**src/rtl/core/gam_pkg.sv**
```systemverilog
`timescale 1ns / 1ps
// ----------------------------------------------------------------------------
// Graph adjacency store package
// Shared sizes, command and status codes, and the row-unit operation type.
// ----------------------------------------------------------------------------
package gam_pkg;

  localparam int MaxVerts = 16;
  localparam int IdxW     = $clog2(MaxVerts);
  localparam int CntW     = $clog2(MaxVerts + 1);
  localparam int ValW     = 32;

  typedef logic [IdxW-1:0]     idx_t;
  typedef logic [CntW-1:0]     cnt_t;
  typedef logic [MaxVerts-1:0] row_t;
  typedef logic [ValW-1:0]     val_t;

  // Command codes carried on the input tuser.
  localparam logic [1:0] CMD_ADD_VERT = 2'd0;
  localparam logic [1:0] CMD_DEL_VERT = 2'd1;
  localparam logic [1:0] CMD_ADD_EDGE = 2'd2;
  localparam logic [1:0] CMD_REM_EDGE = 2'd3;

  // Result status codes.
  localparam logic [1:0] ST_DONE      = 2'd0;
  localparam logic [1:0] ST_NOT_FOUND = 2'd1;
  localparam logic [1:0] ST_FULL      = 2'd2;

  // Row unit operations.
  localparam logic [2:0] ROP_NONE    = 3'd0;
  localparam logic [2:0] ROP_SQUEEZE = 3'd1;
  localparam logic [2:0] ROP_SET     = 3'd2;
  localparam logic [2:0] ROP_CLEAR   = 3'd3;
  localparam logic [2:0] ROP_ZERO    = 3'd4;

  typedef struct packed {
    logic [2:0] op;
    idx_t       rd_addr;
    idx_t       wr_addr;
    idx_t       pos;
  } row_op_t;

endpackage

```
**src/rtl/core/graph_adjacency_matrix_table.sv**
```systemverilog
`timescale 1ns / 1ps
// ----------------------------------------------------------------------------
// Undirected graph adjacency matrix store
// Command sequencer with value search, row close-up and result register.
// ----------------------------------------------------------------------------
// Each command takes one input transfer and gives one status transfer. The
// sequencer works on one command at a time, so the input is ready only while
// it is idle. With N stored vertices, the value search reads the value memory
// one entry per cycle, and a delete then rewrites all N adjacency rows one per
// cycle through the shared row unit. A finished status waits in an output
// register, so the next command is accepted while it is still held; a status
// that finishes while the previous one is still held stalls the sequencer
// until that one is taken.
module graph_adjacency_matrix_table
  import gam_pkg::*;
(
  input  logic        clk,
  input  logic        rst,
  input  logic        s_axis_tvalid,
  output logic        s_axis_tready,
  input  logic [63:0] s_axis_tdata,   // vertex_a [31:0], vertex_b [63:32]
  input  logic [1:0]  s_axis_tuser,   // command [1:0]
  output logic        m_axis_tvalid,
  input  logic        m_axis_tready,
  output logic [7:0]  m_axis_tdata    // status [1:0], zero [7:2]
);

  localparam logic [2:0] S_IDLE   = 3'd0;
  localparam logic [2:0] S_ADD    = 3'd1;
  localparam logic [2:0] S_SRCH   = 3'd2;
  localparam logic [2:0] S_DEL    = 3'd3;
  localparam logic [2:0] S_EDGE_A = 3'd4;
  localparam logic [2:0] S_EDGE_B = 3'd5;
  localparam logic [2:0] S_FIN    = 3'd6;

  logic [2:0] state;
  logic [1:0] cmd;
  val_t       va;
  val_t       vb;
  cnt_t       total;
  cnt_t       cnt;
  cnt_t       cnt_inc;
  logic       rd_valid;
  idx_t       rd_idx;
  logic       fa;
  logic       fb;
  idx_t       ia;
  idx_t       ib;
  idx_t       del_idx;
  logic       wp_en;
  idx_t       wp_addr;
  logic [1:0] fin_status;
  logic       out_valid;
  logic [1:0] out_status;

  logic       in_xfer;
  logic       out_free;
  logic       issue;
  logic       match_a;
  logic       match_b;
  logic       del_hit;
  logic       ram_wr_en;
  idx_t       ram_wr_addr;
  val_t       ram_wr_data;
  logic       ram_rd_en;
  idx_t       ram_rd_addr;
  val_t       ram_rd_data;
  row_op_t    row_op;

  assign s_axis_tready = (state == S_IDLE);
  assign in_xfer       = s_axis_tvalid && s_axis_tready;
  assign out_free      = !out_valid || m_axis_tready;
  assign m_axis_tvalid = out_valid;
  assign m_axis_tdata  = {6'b0, out_status};

  assign cnt_inc = cnt + cnt_t'(1);
  assign issue   = (state == S_SRCH) && (cnt < total);
  assign match_a = rd_valid && (ram_rd_data == va);
  assign match_b = rd_valid && (ram_rd_data == vb);
  assign del_hit = (state == S_SRCH) && (cmd == CMD_DEL_VERT) && match_a;

  // Value memory port control: search and close-up reads, add and shift writes.
  always_comb begin
    ram_rd_en   = 1'b0;
    ram_rd_addr = cnt[IdxW-1:0];
    if (issue) begin
      ram_rd_en = 1'b1;
    end else if ((state == S_DEL) && (cnt_inc < total)) begin
      ram_rd_en   = 1'b1;
      ram_rd_addr = cnt_inc[IdxW-1:0];
    end
    ram_wr_en   = 1'b0;
    ram_wr_addr = wp_addr;
    ram_wr_data = ram_rd_data;
    if (wp_en) begin
      ram_wr_en = 1'b1;
    end else if ((state == S_ADD) && (total < cnt_t'(MaxVerts))) begin
      ram_wr_en   = 1'b1;
      ram_wr_addr = total[IdxW-1:0];
      ram_wr_data = va;
    end
  end

  // Row unit control.
  always_comb begin
    row_op.op      = ROP_NONE;
    row_op.rd_addr = cnt[IdxW-1:0];
    row_op.wr_addr = cnt[IdxW-1:0];
    row_op.pos     = del_idx;
    unique case (state)
      S_ADD: begin
        row_op.wr_addr = total[IdxW-1:0];
        if (total < cnt_t'(MaxVerts)) begin
          row_op.op = ROP_ZERO;
        end
      end
      S_DEL: begin
        // Rows at or above the deleted index move down by one.
        if (cnt_inc == total) begin
          row_op.op = ROP_ZERO;
        end else begin
          row_op.op = ROP_SQUEEZE;
          if (cnt[IdxW-1:0] >= del_idx) begin
            row_op.rd_addr = cnt_inc[IdxW-1:0];
          end
        end
      end
      S_EDGE_A: begin
        row_op.op      = (cmd == CMD_ADD_EDGE) ? ROP_SET : ROP_CLEAR;
        row_op.rd_addr = ia;
        row_op.wr_addr = ia;
        row_op.pos     = ib;
      end
      S_EDGE_B: begin
        row_op.op      = (cmd == CMD_ADD_EDGE) ? ROP_SET : ROP_CLEAR;
        row_op.rd_addr = ib;
        row_op.wr_addr = ib;
        row_op.pos     = ia;
      end
      default: row_op.op = ROP_NONE;
    endcase
  end

  // Control sequencer.
  always_ff @(posedge clk) begin
    if (rst) begin
      state     <= S_IDLE;
      total     <= '0;
      rd_valid  <= 1'b0;
      wp_en     <= 1'b0;
      out_valid <= 1'b0;
    end else begin
      rd_valid  <= issue && !del_hit;
      // Shift the next value down one slot on the following cycle.
      wp_en     <= (state == S_DEL) && (cnt[IdxW-1:0] >= del_idx) && (cnt_inc < total);
      out_valid <= ((state == S_FIN) && out_free) || (out_valid && !m_axis_tready);
      unique case (state)
        S_IDLE: begin
          if (in_xfer) begin
            state <= (s_axis_tuser == CMD_ADD_VERT) ? S_ADD : S_SRCH;
          end
        end
        S_ADD: begin
          if (total < cnt_t'(MaxVerts)) begin
            total      <= total + cnt_t'(1);
            fin_status <= ST_DONE;
          end else begin
            fin_status <= ST_FULL;
          end
          state <= S_FIN;
        end
        S_SRCH: begin
          if (cmd == CMD_DEL_VERT) begin
            if (match_a) begin
              del_idx <= rd_idx;
              state   <= S_DEL;
            end else if ((cnt == total) && !rd_valid) begin
              fin_status <= ST_NOT_FOUND;
              state      <= S_FIN;
            end
          end else if ((cnt == total) && !rd_valid) begin
            if (fa && fb) begin
              state <= S_EDGE_A;
            end else begin
              fin_status <= ST_NOT_FOUND;
              state      <= S_FIN;
            end
          end
        end
        S_DEL: begin
          if (cnt_inc == total) begin
            total      <= total - cnt_t'(1);
            fin_status <= ST_DONE;
            state      <= S_FIN;
          end
        end
        S_EDGE_A: begin
          state <= S_EDGE_B;
        end
        S_EDGE_B: begin
          fin_status <= ST_DONE;
          state      <= S_FIN;
        end
        S_FIN: begin
          if (out_free) begin
            state <= S_IDLE;
          end
        end
        default: state <= S_IDLE;
      endcase
    end
  end

  // Datapath registers: command, search progress and result.
  always_ff @(posedge clk) begin
    if (in_xfer) begin
      cmd <= s_axis_tuser;
      va  <= s_axis_tdata[31:0];
      vb  <= s_axis_tdata[63:32];
      fa  <= 1'b0;
      fb  <= 1'b0;
    end
    // A found delete restarts the count so the close-up pass covers every row.
    if (in_xfer || del_hit || (state == S_FIN)) begin
      cnt <= '0;
    end else if (issue || (state == S_DEL)) begin
      cnt <= cnt_inc;
    end
    if (issue) begin
      rd_idx <= cnt[IdxW-1:0];
    end
    // Edge endpoints keep the last matching entry.
    if ((state == S_SRCH) && match_a) begin
      fa <= 1'b1;
      ia <= rd_idx;
    end
    if ((state == S_SRCH) && match_b) begin
      fb <= 1'b1;
      ib <= rd_idx;
    end
    if (state == S_DEL) begin
      wp_addr <= cnt[IdxW-1:0];
    end
    if ((state == S_FIN) && out_free) begin
      out_status <= fin_status;
    end
  end

  gam_value_ram u_value_ram (
    .clk     (clk),
    .wr_en   (ram_wr_en),
    .wr_addr (ram_wr_addr),
    .wr_data (ram_wr_data),
    .rd_en   (ram_rd_en),
    .rd_addr (ram_rd_addr),
    .rd_data (ram_rd_data)
  );

  gam_adj_rows u_adj_rows (
    .clk    (clk),
    .rst    (rst),
    .row_op (row_op)
  );

endmodule

```
**src/rtl/core/gam_value_ram.sv**
```systemverilog
`timescale 1ns / 1ps
// ----------------------------------------------------------------------------
// Vertex value memory
// One write port and one read port with registered read data.
// ----------------------------------------------------------------------------
module gam_value_ram
  import gam_pkg::*;
(
  input  logic clk,
  input  logic wr_en,
  input  idx_t wr_addr,
  input  val_t wr_data,
  input  logic rd_en,
  input  idx_t rd_addr,
  output val_t rd_data
);

  val_t mem [MaxVerts];

  // Write port.
  always_ff @(posedge clk) begin
    if (wr_en) begin
      mem[wr_addr] <= wr_data;
    end
  end

  // Registered read port.
  always_ff @(posedge clk) begin
    if (rd_en) begin
      rd_data <= mem[rd_addr];
    end
  end

endmodule

```
**src/rtl/core/gam_adj_rows.sv**
```systemverilog
`timescale 1ns / 1ps
// ----------------------------------------------------------------------------
// Adjacency row file
// Holds the bit matrix and applies one row operation per cycle.
// ----------------------------------------------------------------------------
module gam_adj_rows
  import gam_pkg::*;
(
  input  logic    clk,
  input  logic    rst,
  input  row_op_t row_op
);

  row_t rows [MaxVerts];
  row_t src;
  row_t low_mask;
  row_t pos_bit;
  row_t result;
  logic wr_en;

  // Shared row unit: squeeze out a column, set or clear one bit, or zero.
  always_comb begin
    src      = rows[row_op.rd_addr];
    pos_bit  = row_t'(1) << row_op.pos;
    low_mask = pos_bit - row_t'(1);
    wr_en    = 1'b1;
    result   = src;
    unique case (row_op.op)
      ROP_SQUEEZE: result = (src & low_mask) | ((src >> 1) & ~low_mask);
      ROP_SET:     result = src | pos_bit;
      ROP_CLEAR:   result = src & ~pos_bit;
      ROP_ZERO:    result = '0;
      default:     wr_en  = 1'b0;
    endcase
  end

  // Row storage, cleared by reset.
  always_ff @(posedge clk) begin
    if (rst) begin
      for (int r = 0; r < MaxVerts; r++) begin
        rows[r] <= '0;
      end
    end else if (wr_en) begin
      rows[row_op.wr_addr] <= result;
    end
  end

endmodule

```
**config.mk**
```make
export PLATFORM = sky130hd
export DESIGN_NAME = graph_adjacency_matrix_table
export DESIGN_NICKNAME = d
export VERILOG_FILES = /design/src/rtl/core/gam_pkg.sv /design/src/rtl/core/graph_adjacency_matrix_table.sv /design/src/rtl/core/gam_value_ram.sv /design/src/rtl/core/gam_adj_rows.sv
export SDC_FILE = /design/constraint.sdc
export NUM_CORES = 1
export LEC_CHECK = 0
export BUFFER_PORTS_ARGS = -buffer_cell sky130_fd_sc_hd__buf_2
export CAP_MARGIN = 20
export CORE_MARGIN = 2
export CORE_UTILIZATION = 50
export CTS_BUF_LIST = sky130_fd_sc_hd__clkbuf_2 sky130_fd_sc_hd__clkbuf_4 sky130_fd_sc_hd__clkbuf_8
export DETAILED_ROUTE_END_ITERATION = 6
export GPL_ROUTABILITY_DRIVEN = 1
export PLACE_DENSITY = 0.66
export SLEW_MARGIN = 15
export SYNTH_ARGS = -nofsm -noshare
export SYNTH_HDL_FRONTEND = slang
export SYNTH_SLANG_ARGS = --single-unit
```
**constraint.sdc**
```tcl
create_clock -name clk -period 9 [get_ports clk]
set_clock_uncertainty 0.2 [all_clocks]
set_input_delay 0.9 -clock clk [delete_from_list [all_inputs] [get_ports clk]]
set_output_delay 0.9 -clock clk [all_outputs]
set_load 0.01 [all_outputs]
```
==> reports/results.tsv <==
stage	metric	value	unit
floorplanning	Horiz. Die Dim	243	um
floorplanning	core area	56500	sq um
route	total vias in the final route	16850	
synth	post-synthesis xor/xnor area fraction	0.0250	
grt	maximum number of pins on one net before global-route repair	72	
clock_tree	Max Buffers Root-to-Sink	3	
synth	fraction of synthesized area in multiplexers	0.175	
clock_tree	number of buffers inserted to repair setup after CTS	0	
critical_path	crit path cell chain	ha_4, ha_1, nor2b_1, o211ai_1, nand3_1, nand2_4, buf_4, mux2i_1, o22ai_1, or4_1	
clock_tree	clock net sink count	644	
floorplanning	number of top-level pins	80	
final_layout	Synth-to-Final Area Change	12.0	%
synth	synthesized-area fraction occupied by ao, oa, aoi and oai cells	0.0586	
grt	total overflow reported by the global router	0	
critical_path	critical path peak fanout	69	
placement	dpl hpwl	42600	um
floorplanning	area of the die	59200	sq um
final_layout	layout cells sized above 1	0.206	
clock_tree	clock latency on the worst-skew pair	720	ps
critical_path	kind of end point of the critical path	flip-flop	
route	post-detailed-route via-to-cell ratio	6.17	
critical_path	max incr delay on CP	900	ps
final_layout	utilization of the core after routing	0.568	
placement	routability congestion estimate from global placement	0.860	
synth	number of different library cells in the post-synthesis netlist	63	
power	worst voltage drop across the vdd grid	0.000148	V
synth	main flop type after synthesis	sky130_fd_sc_hd__edfxtp_1	
floorplanning	die height	243	um
clock_tree	Resize count post-CTS	0	
sta	share of the cycle needed by the critical path after routing	0.680	
sta	Hold Vio Cnt, Final	0	
synth	synthesized area	28600	sq um
min_path	class of the worst hold path	primary input to flip-flop	
clock_tree	number of clock buffers inserted by TritonCTS	105	
synth	number of warning messages in the yosys log	0	
placement	count of buffers inserted at the top-level ports	73	
sta	max_slew headroom	0.228	
run_status	result of the run	finished, final reports clean	
power	P_leak	0.0101	uW
synth	sequential cell area fraction in the yosys report	0.669	
route	initial drt markers	1612	
synth	synthesized netlist cell count	1777	
route	Pre-antenna DRT Iters	7	
final_layout	final net count	1980	
clock_tree	CTS Hold Bufs	0	
synth	fraction of registers with async set or reset after synthesis	0	
clock_tree	Max H-tree Level	3	
route	routed length per placed instance	26.7	um
critical_path	arrival time at the worst endpoint	6360	ps
sta	total negative slack	0	ps
sta	RSZ-0062 raised after global routing	false	
power	power per unit of standard cell area	251	nW/um^2
synth	basic-gate share of the synthesized area counting and, or, nand and nor cells	0.0441	
critical_path	cell with the biggest individual delay on the critical path	sky130_fd_sc_hd__dfxtp_4	
critical_path	Worst Path Class, Setup	flip-flop to flip-flop	
job	Max-cap violations	0	
grt	number of global-route vias before repair	16744	
synth	largest family of logic cells by synthesized area	multiplexers	
synth	register bit total from synthesis	644	
grt	initial antenna violation count	1	
sta	Worst Hold Margin	153	ps
floorplanning	number of standard-cell rows in the floorplan	87	
route	total wire length	73100	um
sta	setup violators final	0	
grt	global-route wire length before repair	108000	um
sta	Slew Limit Fails	0	
grt	All-Layer GR Usage	0.248	
sta	time the worst path needs with I/O delays and setup	6120	ps
sta	Least-Margin Pin Slew	1150	ps
clock_tree	clock tree root driver cell	sky130_fd_sc_hd__clkbuf_8	
critical_path	critical path data required time	9240	ps
route	DRC violation count after routing	0	
clock_tree	clock tree from TritonCTS	done	
clock_tree	post-CTS clock slew at the launch and capture registers of the worst setup and hold paths	70	ps
synth	adder and majority cell fraction of the synthesized area	0.00856	
sta	maximum clock frequency	0.163	GHz
synth	Avg Cell Area, Syn	16.1	sq um
synth	number of enable flip-flop cells after synthesis	626	
floorplanning	effective utilization at floorplan	0.507	
route	DRT antenna net count	0	
critical_path	launching element type of the critical path	flip-flop	
cells in the mapped netlist (all sizes together), types with 11 or more instances:
library cell / count / area (sq um)
edfxtp: 626 / 18800
mux2i: 334 / 3340
buf: 64 / 327
a21oi: 59 / 295
nand2: 59 / 226
mux4: 54 / 1220
clkbuf: 46 / 173
nor2: 44 / 173
xor2: 44 / 385
mux2: 39 / 439
xnor2: 37 / 332
o32ai: 34 / 298
nor3: 31 / 155
o22ai: 29 / 181
nor2b: 28 / 175
a211oi: 19 / 155
dfxtp: 18 / 360
ha: 18 / 225
inv: 18 / 67.6
nor4: 18 / 113
or4: 18 / 135
o21ai: 17 / 96.4
a31oi: 15 / 100
o221ai: 11 / 96.3
state kept, by name, summed over array words and instances, names as in the netlist, 2 cells and up:
| signal | count |
|---|---|
| u_value_ram.mem | 512 |
| u_value_ram.rd_data | 32 |
| va | 32 |
| vb | 32 |
| cnt | 5 |
| total | 5 |
| del_idx | 4 |
| rd_idx | 4 |
| wp_addr | 4 |
| state | 3 |
| cmd | 2 |
| fin_status | 2 |
| out_status | 2 |
through the flow:
| stage | cells | power (uW) | area, sq um | setup slack, ps |
|---|---|---|---|---|
| after floorplan | 1782 | 4960 | 28700 | 5070 |
| after global placement | 2537 | 5510 | 29900 | 3070 |
| after detailed placement | 2538 | 5540 | 30000 | 2910 |
| after CTS | 2730 | 8090 | 32100 | 2930 |
| after global routing | 2733 | 8340 | 32100 | 2580 |
| final | 2733 | 8040 | 32100 | 2880 |
area by class of cell:
cell class,instances,area (sq um)
clock inverters,61,448
flip-flops and latches,644,19200
well taps,756,946
diodes,1,2.50
multi-input cells,1009,9110
clock buffers,131,1650
repair buffers,112,686
inverters,19,71.3
fillers,4274,24400
layout by cell type (no fill, tap or decap), types with 18 or more instances in the layout:
master,synthesis,final
sky130_fd_sc_hd__mux2i_1,334,334
sky130_fd_sc_hd__clkbuf_8,0,107
sky130_fd_sc_hd__xor2_1,44,44
sky130_fd_sc_hd__a21oi_1,59,59
sky130_fd_sc_hd__nand2_1,57,56
sky130_fd_sc_hd__o22ai_1,29,29
sky130_fd_sc_hd__buf_2,39,73
sky130_fd_sc_hd__mux2_2,39,39
sky130_fd_sc_hd__nor3_1,31,31
sky130_fd_sc_hd__mux4_2,54,54
sky130_fd_sc_hd__clkbuf_4,0,24
sky130_fd_sc_hd__clkinv_2,0,23
sky130_fd_sc_hd__nor2b_1,28,28
sky130_fd_sc_hd__or4_1,18,18
sky130_fd_sc_hd__o32ai_1,34,34
sky130_fd_sc_hd__nor2_1,43,27
sky130_fd_sc_hd__clkinv_1,1,27
sky130_fd_sc_hd__a211oi_1,18,18
sky130_fd_sc_hd__edfxtp_1,626,626
sky130_fd_sc_hd__xnor2_1,36,34
sky130_fd_sc_hd__buf_4,10,37
worst paths after layout:
path / startpoint / endpoint / slack [ps] / cells after the start
worst min register to register: fin_status[1]$_DFFE_PP_ / out_status[1]$_DFFE_PP_ / 220 / 0
worst max register to register: cnt[1]$_SDFFE_PP0P_ / u_value_ram.rd_data[10]$_DFFE_PP_ / 2880 / 10
worst min-delay path: s_axis_tdata[18] / va[18]$_DFFE_PP_ / 150 / 1
worst max-delay path: cnt[1]$_SDFFE_PP0P_ / u_value_ram.rd_data[10]$_DFFE_PP_ / 2880 / 10
kinds of logic after synthesis:
kind of cell | Yosys count
AO/OA/AOI/OAI | 237
XOR/XNOR | 81
other | 1
AND/OR/NAND/NOR | 239
multiplexers | 427
buffers and inverters | 129
adder cells (fa/ha/maj) | 19
flip-flops | 644
worst max-delay path, delay by kind of cell (launching register included):
kind,cells,cell delay (ps)
DFF,1,900
AOI/OAI and AO/OA,2,520
muxes,1,280
buffers and inverters,1,700
adders and majority gates,2,1280
and+or+nand+nor,4,1900
layer usage:
metal | global-route usage | part of all wire
met1 | 0.340 | 0.42
met2 | 0.404 | 0.48
met3 | 0.0393 | 0.066
met4 | 0.0857 | 0.029
met5 | 0 | 0
where the power goes:
group          internal, uW  switching [uW]
combinational           623            1090
clock                  1380            1160
sequential             3640             145
Note: power is estimated with default switching activity, not from simulation.
